`src/sv/blm_pkg.sv`:
```
// Shared types and constants for the blink lamp motion decoder.
`default_nettype none

package blm_pkg;

   // Register field widths and the width of the reported half period
   localparam int OPEN_WIDTH    = 16;
   localparam int CLOSE_WIDTH   = 16;
   localparam int TIMEOUT_WIDTH = 20;
   localparam int CSR_WIDTH     = 20;
   localparam int HALF_WIDTH    = 20;

   // Register indexes on the csr port
   localparam logic [1:0] CSR_OPENING_HALF = 2'd0;
   localparam logic [1:0] CSR_CLOSING_HALF = 2'd1;
   localparam logic [1:0] CSR_STOP_TIMEOUT = 2'd2;

   // Register reset values
   localparam logic [OPEN_WIDTH-1:0]    OPEN_RESET    = 16'd500;
   localparam logic [CLOSE_WIDTH-1:0]   CLOSE_RESET   = 16'd1000;
   localparam logic [TIMEOUT_WIDTH-1:0] TIMEOUT_RESET = 20'd3000;

   // Depth of the event queue between front and back
   localparam int QUEUE_DEPTH = 4;

   typedef enum logic [1:0] {
      HEADING_UNKNOWN = 2'd0,
      HEADING_OPEN    = 2'd1,
      HEADING_CLOSE   = 2'd2
   } dir_type;

   typedef enum logic [1:0] {
      KIND_NONSENSE = 2'd0,
      KIND_OPENING  = 2'd1,
      KIND_CLOSING  = 2'd2,
      KIND_STOPPED  = 2'd3
   } kind_type;

   // What the front found on one tick
   typedef enum logic [1:0] {
      EVT_REPEAT  = 2'd0,   // stable level equal to the current level
      EVT_START   = 2'd1,   // edge while stopped
      EVT_EDGE    = 2'd2,   // edge while moving, classified
      EVT_TIMEOUT = 2'd3    // no edge for the timeout span
   } evt_code_type;

   typedef struct packed {
      evt_code_type          code;
      kind_type              kind;
      logic                  level;
      logic [HALF_WIDTH-1:0] half;
   } evt_type;

endpackage

`default_nettype wire

```
`src/sv/blm_front.sv`:
```
// Front end: config registers, debouncer, edge timer and half-period classifier.
`default_nettype none

module blm_front
   import blm_pkg::*;
#(
   parameter int DEBOUNCE_SAMPLES = 8,
   parameter int TICK_COUNT_WIDTH = 20
) (
   input  wire logic                 clock,
   input  wire logic                 reset,
   input  wire logic                 csr_write_enable,
   input  wire logic [1:0]           csr_index,
   input  wire logic [CSR_WIDTH-1:0] csr_wdata,
   input  wire logic                 req_valid,
   output logic                      req_ready,
   input  wire logic                 req_sample_level,
   input  wire logic                 q_ready,
   output logic                      push,
   output evt_type                   push_evt
);

   localparam int TW = TICK_COUNT_WIDTH;
   localparam int DS = DEBOUNCE_SAMPLES;
   localparam int CW = (TW > TIMEOUT_WIDTH) ? TW : TIMEOUT_WIDTH;

   function automatic logic [DS-1:0] alt_pattern();
      logic [DS-1:0] p;
      for (int i = 0; i < DS; i++) begin
         p[i] = 1'(i % 2);
      end
      return p;
   endfunction

   localparam logic [DS-1:0] HIST_RESET = alt_pattern();

   // 10 * |t - nom| < nom
   function automatic logic near_nominal(input logic [CW-1:0] t, input logic [CW-1:0] nom);
      logic [CW-1:0] diff;
      logic [CW+3:0] d10;
      diff = (t > nom) ? (t - nom) : (nom - t);
      d10  = ({4'b0, diff} << 3) + ({4'b0, diff} << 1);
      return d10 < {4'b0, nom};
   endfunction

   logic [OPEN_WIDTH-1:0]    open_half_ff;
   logic [CLOSE_WIDTH-1:0]   close_half_ff;
   logic [TIMEOUT_WIDTH-1:0] timeout_ff;

   logic [DS-1:0] hist_ff, hist_in;
   logic          stable_known_ff, stable_known_in;
   logic          stable_level_ff, stable_level_in;
   logic          level_ff, level_in;
   logic          moving_ff, moving_in;
   logic          armed_ff, armed_in;
   logic [TW-1:0] ticks_ff, ticks_in;

   logic          accept;
   logic [TW-1:0] ticks_inc;
   logic          lvl_valid, lvl;
   logic [CW-1:0] t_ext;
   kind_type      kind;

   // Config registers
   always_ff @(posedge clock) begin
      if (reset) begin
         open_half_ff  <= OPEN_RESET;
         close_half_ff <= CLOSE_RESET;
         timeout_ff    <= TIMEOUT_RESET;
      end else if (csr_write_enable) begin
         case (csr_index)
            CSR_OPENING_HALF: open_half_ff  <= csr_wdata[OPEN_WIDTH-1:0];
            CSR_CLOSING_HALF: close_half_ff <= csr_wdata[CLOSE_WIDTH-1:0];
            CSR_STOP_TIMEOUT: timeout_ff    <= csr_wdata[TIMEOUT_WIDTH-1:0];
            default: ;
         endcase
      end
   end

   assign req_ready = q_ready;
   assign accept    = req_valid & q_ready;

   // Saturating tick count and debounce window
   assign ticks_inc = (ticks_ff == '1) ? ticks_ff : ticks_ff + 1'b1;
   assign hist_in   = {hist_ff[DS-2:0], req_sample_level};
   assign lvl_valid = (hist_in == '1) || (hist_in == '0);
   assign lvl       = hist_in[0];
   assign t_ext     = CW'(ticks_inc);

   // Classify the level that just ended
   always_comb begin
      if (near_nominal(t_ext, CW'(open_half_ff)))
         kind = KIND_OPENING;
      else if (near_nominal(t_ext, CW'(close_half_ff)))
         kind = KIND_CLOSING;
      else if (t_ext > CW'(timeout_ff))
         kind = KIND_STOPPED;
      else
         kind = KIND_NONSENSE;
   end

   // Tick decision: edge, repeated level, timeout or nothing
   always_comb begin
      stable_known_in = stable_known_ff;
      stable_level_in = stable_level_ff;
      level_in        = level_ff;
      moving_in       = moving_ff;
      armed_in        = armed_ff;
      ticks_in        = ticks_inc;
      push            = 1'b0;
      push_evt.code   = EVT_REPEAT;
      push_evt.kind   = kind;
      push_evt.level  = lvl;
      push_evt.half   = HALF_WIDTH'(ticks_inc);
      if (lvl_valid && (!stable_known_ff || (lvl != stable_level_ff))) begin
         stable_known_in = 1'b1;
         stable_level_in = lvl;
         push            = accept;
         if (lvl == level_ff) begin
            push_evt.code = EVT_REPEAT;
         end else begin
            level_in  = lvl;
            ticks_in  = '0;
            armed_in  = 1'b1;
            moving_in = 1'b1;
            push_evt.code = moving_ff ? EVT_EDGE : EVT_START;
         end
      end else if (armed_ff && (t_ext >= CW'(timeout_ff))) begin
         armed_in       = 1'b0;
         moving_in      = 1'b0;
         push           = accept;
         push_evt.code  = EVT_TIMEOUT;
         push_evt.level = level_ff;
         push_evt.half  = '0;
      end
   end

   always_ff @(posedge clock) begin
      if (reset) begin
         hist_ff         <= HIST_RESET;
         stable_known_ff <= 1'b0;
         stable_level_ff <= 1'b0;
         level_ff        <= 1'b1;
         moving_ff       <= 1'b0;
         armed_ff        <= 1'b0;
         ticks_ff        <= '0;
      end else if (accept) begin
         hist_ff         <= hist_in;
         stable_known_ff <= stable_known_in;
         stable_level_ff <= stable_level_in;
         level_ff        <= level_in;
         moving_ff       <= moving_in;
         armed_ff        <= armed_in;
         ticks_ff        <= ticks_in;
      end
   end

endmodule

`default_nettype wire

```
`src/sv/blm_queue.sv`:
```
// Short event queue between the front end and the back end.
`default_nettype none

module blm_queue
   import blm_pkg::*;
(
   input  wire logic    clock,
   input  wire logic    reset,
   input  wire logic    push,
   input  evt_type      push_evt,
   output logic         q_ready,
   input  wire logic    pop,
   output logic         head_valid,
   output evt_type      head_evt
);

   localparam int PW = $clog2(QUEUE_DEPTH);

   evt_type       slot_ff [QUEUE_DEPTH];
   logic [PW-1:0] wr_ptr_ff, wr_ptr_in;
   logic [PW-1:0] rd_ptr_ff, rd_ptr_in;
   logic [PW:0]   count_ff, count_in;
   logic          do_pop;

   assign q_ready    = (count_ff != (PW+1)'(QUEUE_DEPTH));
   assign head_valid = (count_ff != '0);
   assign head_evt   = slot_ff[rd_ptr_ff];
   assign do_pop     = pop & head_valid;

   // Pointer and fill count update
   always_comb begin
      wr_ptr_in = push   ? wr_ptr_ff + 1'b1 : wr_ptr_ff;
      rd_ptr_in = do_pop ? rd_ptr_ff + 1'b1 : rd_ptr_ff;
      count_in  = count_ff;
      if (push && !do_pop)
         count_in = count_ff + 1'b1;
      else if (!push && do_pop)
         count_in = count_ff - 1'b1;
   end

   always_ff @(posedge clock) begin
      if (reset) begin
         wr_ptr_ff <= '0;
         rd_ptr_ff <= '0;
         count_ff  <= '0;
      end else begin
         wr_ptr_ff <= wr_ptr_in;
         rd_ptr_ff <= rd_ptr_in;
         count_ff  <= count_in;
      end
   end

   // Storage, no reset
   always_ff @(posedge clock) begin
      if (push) begin
         slot_ff[wr_ptr_ff] <= push_evt;
      end
   end

   a_count_bound: assert property (@(posedge clock) disable iff (reset)
      count_ff <= (PW+1)'(QUEUE_DEPTH))
      else $error("queue fill count beyond depth");

   a_no_overflow: assert property (@(posedge clock) disable iff (reset)
      push |-> q_ready)
      else $error("push into full queue");

endmodule

`default_nettype wire

```
`src/sv/blm_back.sv`:
```
// Back end: kind counts, majority vote, direction tracking and result register.
`default_nettype none

module blm_back
   import blm_pkg::*;
#(
   parameter int KIND_COUNT_WIDTH = 16
) (
   input  wire logic                  clock,
   input  wire logic                  reset,
   input  wire logic                  head_valid,
   input  evt_type                    head_evt,
   output logic                       pop,
   output logic                       rsp_valid,
   input  wire logic                  rsp_ready,
   output logic                       rsp_is_moving,
   output logic [1:0]                 rsp_direction,
   output logic                       rsp_contact_level,
   output logic [HALF_WIDTH-1:0]      rsp_half_period_ticks,
   output logic                       rsp_report_cause
);

   localparam int KW = KIND_COUNT_WIDTH;

   logic [KW-1:0] counts_ff [4];
   logic [KW-1:0] counts_in [4];
   logic [KW-1:0] total_ff, total_in;
   dir_type       dir_ff, dir_in;

   logic                  valid_ff;
   logic                  moving_ff, moving_in;
   logic                  level_ff;
   logic [HALF_WIDTH-1:0] half_ff;
   logic                  cause_ff, cause_in;

   logic          out_free;
   logic          emits;
   logic [KW-1:0] inc_counts [4];
   logic [KW-1:0] inc_total;
   logic [KW-1:0] best_n;
   kind_type      best;

   assign out_free = !valid_ff || rsp_ready;
   assign emits    = (head_evt.code != EVT_REPEAT);
   assign pop      = head_valid && (!emits || out_free);

   // Counts after a classified edge, and the strict-first argmax over them
   always_comb begin
      for (int i = 0; i < 4; i++) begin
         inc_counts[i] = counts_ff[i];
         if ((2'(i) == head_evt.kind) && (counts_ff[i] != '1))
            inc_counts[i] = counts_ff[i] + 1'b1;
      end
      inc_total = (total_ff == '1) ? total_ff : total_ff + 1'b1;
      best   = KIND_NONSENSE;
      best_n = '0;
      for (int i = 0; i < 4; i++) begin
         if (inc_counts[i] > best_n) begin
            best_n = inc_counts[i];
            best   = kind_type'(2'(i));
         end
      end
   end

   // Apply the head word
   always_comb begin
      counts_in = counts_ff;
      total_in  = total_ff;
      dir_in    = dir_ff;
      moving_in = 1'b1;
      cause_in  = 1'b0;
      case (head_evt.code)
         EVT_REPEAT: begin
            if (dir_ff == HEADING_UNKNOWN)
               dir_in = head_evt.level ? HEADING_CLOSE : HEADING_OPEN;
         end
         EVT_START: begin
            for (int i = 0; i < 4; i++) counts_in[i] = '0;
            total_in = '0;
            case (dir_ff)
               HEADING_OPEN:  dir_in = HEADING_CLOSE;
               HEADING_CLOSE: dir_in = HEADING_OPEN;
               default:       dir_in = HEADING_UNKNOWN;
            endcase
         end
         EVT_EDGE: begin
            counts_in = inc_counts;
            total_in  = inc_total;
            if (((best == KIND_OPENING) || (best == KIND_CLOSING)) &&
                ({best_n, 1'b0} >= {1'b0, inc_total}))
               dir_in = (best == KIND_OPENING) ? HEADING_OPEN : HEADING_CLOSE;
         end
         EVT_TIMEOUT: begin
            moving_in = 1'b0;
            cause_in  = 1'b1;
            dir_in    = head_evt.level ? HEADING_CLOSE : HEADING_OPEN;
         end
         default: ;
      endcase
   end

   // Vote state
   always_ff @(posedge clock) begin
      if (reset) begin
         for (int i = 0; i < 4; i++) counts_ff[i] <= '0;
         total_ff <= '0;
         dir_ff   <= HEADING_UNKNOWN;
      end else if (pop) begin
         counts_ff <= counts_in;
         total_ff  <= total_in;
         dir_ff    <= dir_in;
      end
   end

   // Result register
   always_ff @(posedge clock) begin
      if (reset) begin
         valid_ff <= 1'b0;
      end else if (pop && emits) begin
         valid_ff <= 1'b1;
      end else if (rsp_ready) begin
         valid_ff <= 1'b0;
      end
   end

   always_ff @(posedge clock) begin
      if (pop && emits) begin
         moving_ff <= moving_in;
         level_ff  <= head_evt.level;
         half_ff   <= head_evt.half;
         cause_ff  <= cause_in;
      end
   end

   assign rsp_valid             = valid_ff;
   assign rsp_is_moving         = moving_ff;
   assign rsp_direction         = dir_ff;
   assign rsp_contact_level     = level_ff;
   assign rsp_half_period_ticks = half_ff;
   assign rsp_report_cause      = cause_ff;

   a_timeout_word: assert property (@(posedge clock) disable iff (reset)
      (valid_ff && cause_ff) |-> (!moving_ff && (half_ff == '0)))
      else $error("timeout word must report stopped with zero half period");

   a_edge_word: assert property (@(posedge clock) disable iff (reset)
      (valid_ff && !cause_ff) |-> moving_ff)
      else $error("edge word must report moving");

endmodule

`default_nettype wire

```
`src/sv/blink_lamp_motion_decoder.sv`:
```
// Top level of the blink lamp motion decoder.
`default_nettype none

// Blink lamp motion decoder. Each req word is one sample tick of the raw lamp
// contact level; the block takes one word per clock cycle. The front end
// debounces the level, times each level and classifies the half period in the
// same cycle it accepts the tick, then drops an event into a four-entry queue.
// The back end retires one queued event per cycle into the kind counts, the
// majority vote and the direction, and loads the result register; an event
// with a result waits while the rsp port stalls. A result reaches rsp through
// a queue slot and the result register. The req side stalls only once the queue
// is full behind a stalled rsp port. Config registers must be written through
// the csr port only while no tick is in flight; the block does not enforce it.

module blink_lamp_motion_decoder
   import blm_pkg::*;
#(
   parameter int DEBOUNCE_SAMPLES = 8,
   parameter int TICK_COUNT_WIDTH = 20,
   parameter int KIND_COUNT_WIDTH = 16
) (
   input  wire logic                  clock,
   input  wire logic                  reset,
   input  wire logic                  csr_write_enable,
   input  wire logic [1:0]            csr_index,
   input  wire logic [CSR_WIDTH-1:0]  csr_wdata,
   input  wire logic                  req_valid,
   output logic                       req_ready,
   input  wire logic                  req_sample_level,
   output logic                       rsp_valid,
   input  wire logic                  rsp_ready,
   output logic                       rsp_is_moving,
   output logic [1:0]                 rsp_direction,
   output logic                       rsp_contact_level,
   output logic [HALF_WIDTH-1:0]      rsp_half_period_ticks,
   output logic                       rsp_report_cause
);

   logic    q_ready;
   logic    push;
   evt_type push_evt;
   logic    pop;
   logic    head_valid;
   evt_type head_evt;

   blm_front #(
      .DEBOUNCE_SAMPLES (DEBOUNCE_SAMPLES),
      .TICK_COUNT_WIDTH (TICK_COUNT_WIDTH)
   ) u_front (
      .clock            (clock),
      .reset            (reset),
      .csr_write_enable (csr_write_enable),
      .csr_index        (csr_index),
      .csr_wdata        (csr_wdata),
      .req_valid        (req_valid),
      .req_ready        (req_ready),
      .req_sample_level (req_sample_level),
      .q_ready          (q_ready),
      .push             (push),
      .push_evt         (push_evt)
   );

   blm_queue u_queue (
      .clock      (clock),
      .reset      (reset),
      .push       (push),
      .push_evt   (push_evt),
      .q_ready    (q_ready),
      .pop        (pop),
      .head_valid (head_valid),
      .head_evt   (head_evt)
   );

   blm_back #(
      .KIND_COUNT_WIDTH (KIND_COUNT_WIDTH)
   ) u_back (
      .clock                 (clock),
      .reset                 (reset),
      .head_valid            (head_valid),
      .head_evt              (head_evt),
      .pop                   (pop),
      .rsp_valid             (rsp_valid),
      .rsp_ready             (rsp_ready),
      .rsp_is_moving         (rsp_is_moving),
      .rsp_direction         (rsp_direction),
      .rsp_contact_level     (rsp_contact_level),
      .rsp_half_period_ticks (rsp_half_period_ticks),
      .rsp_report_cause      (rsp_report_cause)
   );

endmodule

`default_nettype wire
```
`config.mk`:
```
export PLATFORM = sky130hd
export DESIGN_NAME = blink_lamp_motion_decoder
export DESIGN_NICKNAME = d
export VERILOG_FILES = /design/src/sv/blm_pkg.sv /design/src/sv/blm_front.sv /design/src/sv/blm_queue.sv /design/src/sv/blm_back.sv /design/src/sv/blink_lamp_motion_decoder.sv
export SDC_FILE = /design/constraint.sdc
export NUM_CORES = 1
export LEC_CHECK = 0
export BUFFER_PORTS_ARGS = -buffer_cell sky130_fd_sc_hd__buf_2
export CAP_MARGIN = 20
export CORE_MARGIN = 2
export CORE_UTILIZATION = 60
export DETAILED_ROUTE_END_ITERATION = 12
export PLACE_DENSITY = 0.77
export SYNTH_ARGS = -nofsm -noshare
export SYNTH_HDL_FRONTEND = slang
export SYNTH_SLANG_ARGS = --single-unit
export TNS_END_PERCENT = 30
```
`constraint.sdc`:
```
create_clock -name clock -period 12.67 [get_ports clock]
set_clock_uncertainty 0.05 [all_clocks]
set_input_delay 0 -clock clock [delete_from_list [all_inputs] [get_ports clock]]
set_output_delay 0 -clock clock [all_outputs]
set_load 0.005 [all_outputs]
```
==> summary.md <==
| Metric | Value |
|---|---|
| Status | `completed` |
| Total grt overflow | `0` |
| WL/cell | `20.2 um` |
| FF-to-FF path depth | `39` |
| Mux share of post-synthesis cell area | `5.68%` |
| Vias per cell | `about 6.3` |
| Overall global routing resource usage | `32.1%` |
| Crit. End Element | `flip-flop` |
| Layout Nets | `between 2k and 3k` |
| Vias in the first global route | `between 15k and 20k` |
| Largest family of logic cells by synthesized area | `compound AO/OA/AOI/OAI gates` |
| RePlAce Congestion | `between 0.9 and 1` |
| CP Launch Type | `flip-flop` |
| Pwr Density | `approximately 170 mW/mm2` |
| Total clock sinks | `around 300` |
| DP Worst Slack | `~2100 ps` |
| DIE AREA | `between 0.03 and 0.04 mm2` |
| Fill cell count | `between 2k and 3k` |
| Buffers & Inverters on Critical Path | `3` |
| Synth warnings | `0` |
| TritonCTS clock tree | `built` |
| Worst vdd ir | `between 0.00015 and 0.0002 V` |
| Max Clk Rate | `93.3 MHz` |
| R2R Path End | `u_back.rsp_direction[1]` |
| Static leakage | `about 9.5 nW` |
| Syn_nets | `around 2.7k` |
| Max_cap viols | `0` |
| WP depth | `39` |
| Min Tclk post-route | `~11,000 ps` |
| EDFF count, synth | `123` |
| Post-route setup TNS | `0 ps` |
| Clock-pin slew on the worst setup and hold paths | `approximately 60 ps` |
| Setup-failing EPs final | `0` |
| Asr flop ratio synth | `0%` |
| Crit share post-route | `roughly 85%` |
| Initial antenna violation count | `0` |
| Pre-antenna DRT Iters | `7` |
| Simple-gate share of the synthesized area | `17.9%` |
| DIE HEIGHT | `193 um` |
| DP Wirelength | `approximately 44,000 um` |
| Port-buffer cells | `54` |
| Clk_lat worst skew | `around 590 ps` |
| Synth Area in XOR/XNOR | `5.84%` |
| H-tree depth | `1` |
| Starting Density | `between 60% and 70%` |
| Worst path required time | `13,070 ps` |
| Final ANT Viol Nets | `0` |
| Largest net degree at the start of global routing | `around 100` |
| # rows | `69` |
| WS Path Type | `flip-flop to flip-flop` |
| First-pass GRT wire length | `~95,000 um` |
| Mapped Area | `0.0215 mm2` |
| Core area | `~0.035 mm2` |
| Worst-Margin Slew | `around 1300 ps` |
| Crit path max fanout | `25` |
| Die W | `slightly below 200 um` |
| Layout cells sized above 1 | `8.06%` |
| Antenna Cells | `0` |
| Top_reg_cell synth | `dfxtp_1` |
| Routed wire length | `60,100 um` |
| Hold Path Class | `input pin to flip-flop` |
| Hold EP | `u_front.open_half_ff[3]` |
| Unrepaired setup endpoints after global routing | `false` |
| Max Root-Sink Buffers | `3` |
| Num CTS Buffers | `31` |
| Max_slew headroom | `11.5%` |
| Via count | `approximately 19k` |
| Hold_sp | `csr_index[1]` |
| Critical path's top delay family | `compound AO/OA/AOI/OAI gates` |
| Compound-Gate Fraction of Synth Area | `between 10% and 20%` |
| Distinct cells, synth | `79` |
| Synth Area in Adders | `14.0%` |
| Util after Layout | `66.3%` |
| Synth Instances | `2,465` |
| Syn_area_per_cell | `8.71 um2` |
| P&R area growth vs syn | `9.28%` |
| Initial detailed-routing violation count | `about 1.6k` |
| Slew Limit Fails | `0` |
| Num ports | `55` |
| Final Hold Viols | `0` |
| Seq/Total Area, Yosys | `around 34%` |
| Worst R2R Setup Slack | `~2000 ps` |
| CTS root buffer | `clkbuf_16` |
| Slack of the critical path | `a little under 2000 ps` |
| Seq cells post-synth | `between 200 and 300` |
| Hold path cells | `4` |
| Setup Fix Bufs, Post-CTS | `0` |
| Residual DRC | `0` |
| CP peak stage delay | `~640 ps` |
| Slowest-stage cell, CP | `mux4_2` |
| Worst path arrival time | `11,120 ps` |
## layer usage
layer | global-route usage (%) | up-vias | share of wire [%]
li1 | - | 8958 | -
met5 | 0 | - | 0
met1 | 42.4 | 8881 | 42
met2 | 53.4 | 756 | 47
met3 | 4.09 | 148 | 6.9
met4 | 12.6 | 0 | 4.0
## per-stage QoR
stage	total power [mW]	hold slack, ps	instances	instance area (um2)
6_report	3.87	48.6	2981	23500
3_5_place_dp	2.90	199	2893	22100
3_3_place_gp	2.85	202	2893	22100
2_1_floorplan	2.44	67.8	2465	21500
5_1_grt	4.14	73.7	2981	23500
4_1_cts	3.87	0.241	2981	23500
## flip-flops by register name, indices dropped and copies added (netlist names), 16 cells and up, named ones only
register / count
u_queue.slot_ff: 100
u_front.ticks_ff: 20
u_front.close_half_ff: 16
u_back.rsp_half_period_ticks: 20
u_back.total_ff: 16
u_front.timeout_ff: 20
u_front.open_half_ff: 16
u_back.counts_ff: 64
## cell usage after synthesis, types with 26 or more instances
master    number  area, um2
inv_1        143        537
nand2b_1      33        206
dfxtp_1      175       3500
a21oi_1      208       1040
edfxtp_1     123       3690
nand2_1      216        811
a22oi_1       56        420
clkbuf_1      99        372
nor2_1       289       1080
nand3_1       53        265
a211o_1       26        228
mux2i_1       42        420
xor2_1        57        499
a21o_1        53        398
ha_1         229       2870
nand4_1       58        363
nor3_1        51        255
o21ai_0      112        561
xnor2_1       86        753
## where the power goes
group / switching (mW) / internal [mW]
Sequential: 0.0343 / 1.07
Clock: 0.395 / 0.557
Combinational: 1.09 / 0.726
Total: 1.52 / 2.36
## repair_timing
action                    4_1_cts  5_1_grt
resized for setup               0        0
hold buffers                   30        0
hold endpoints to repair       64        0
## how the worst max path moves through the flow
stage          slack (ps)  startpoint                 endpoint
4_1_cts              2070   flip-flop  u_back.rsp_direction[1]
5_1_grt              1030   flip-flop  u_back.rsp_direction[1]
3_5_place_dp         2140   flip-flop  u_back.rsp_direction[1]
3_3_place_gp         2360   flip-flop  u_back.rsp_direction[0]
2_1_floorplan        3180   flip-flop  u_back.rsp_direction[0]
6_report             1950   flip-flop  u_back.rsp_direction[1]
## placed cells by master (no fill, tap or decap), drive strengths merged, types with 21 or more instances in the layout
| cell | synthesis | final |
|---|---|---|
| nand2b | 33 | 33 |
| and3 | 24 | 24 |
| clkbuf | 101 | 39 |
| o21ai | 120 | 120 |
| nor3 | 51 | 51 |
| xnor2 | 86 | 86 |
| a21oi | 211 | 211 |
| inv | 143 | 145 |
| dfxtp | 175 | 175 |
| nand3 | 53 | 53 |
| edfxtp | 123 | 123 |
| buf | 13 | 81 |
| dlygate4sd3 | 0 | 30 |
| mux2 | 21 | 21 |
| a211o | 26 | 26 |
| nor2 | 289 | 289 |
| nand2 | 216 | 216 |
| a22oi | 56 | 56 |
| mux4 | 25 | 25 |
| xor2 | 57 | 57 |
| nand4 | 58 | 58 |
| mux2i | 42 | 42 |
| ha | 229 | 229 |
| a21o | 53 | 53 |
## cell type report
cell class | count | area (um2) | area share [%]
multi-input cells | 1910 | 13300 | 56.7
flip-flops and latches | 298 | 7200 | 30.7
clock buffers | 39 | 846 | 3.61
repair buffers | 111 | 776 | 3.31
well taps | 461 | 577 | 2.46
inverters | 143 | 537 | 2.29
clock inverters | 19 | 224 | 0.955
## cell families (layout without fill, tap and decap cells)
logic type               after synthesis  in the layout
AO/OA/AOI/OAI                        619            619
buffers and inverters                257            312
multiplexers                          88             88
XOR/XNOR                             143            143
AND/OR/NAND/NOR                      824            824
flip-flops                           298            298
adder cells (fa/ha/maj)              236            236
## tightest hold or removal path: cells and delay by family
family / cells / cell delay [ps]
compound gates: 1 / 130
simple gates: 2 / 370
buf+inv: 1 / 140
No activity file was read; power rests on OpenSTA's default activity.
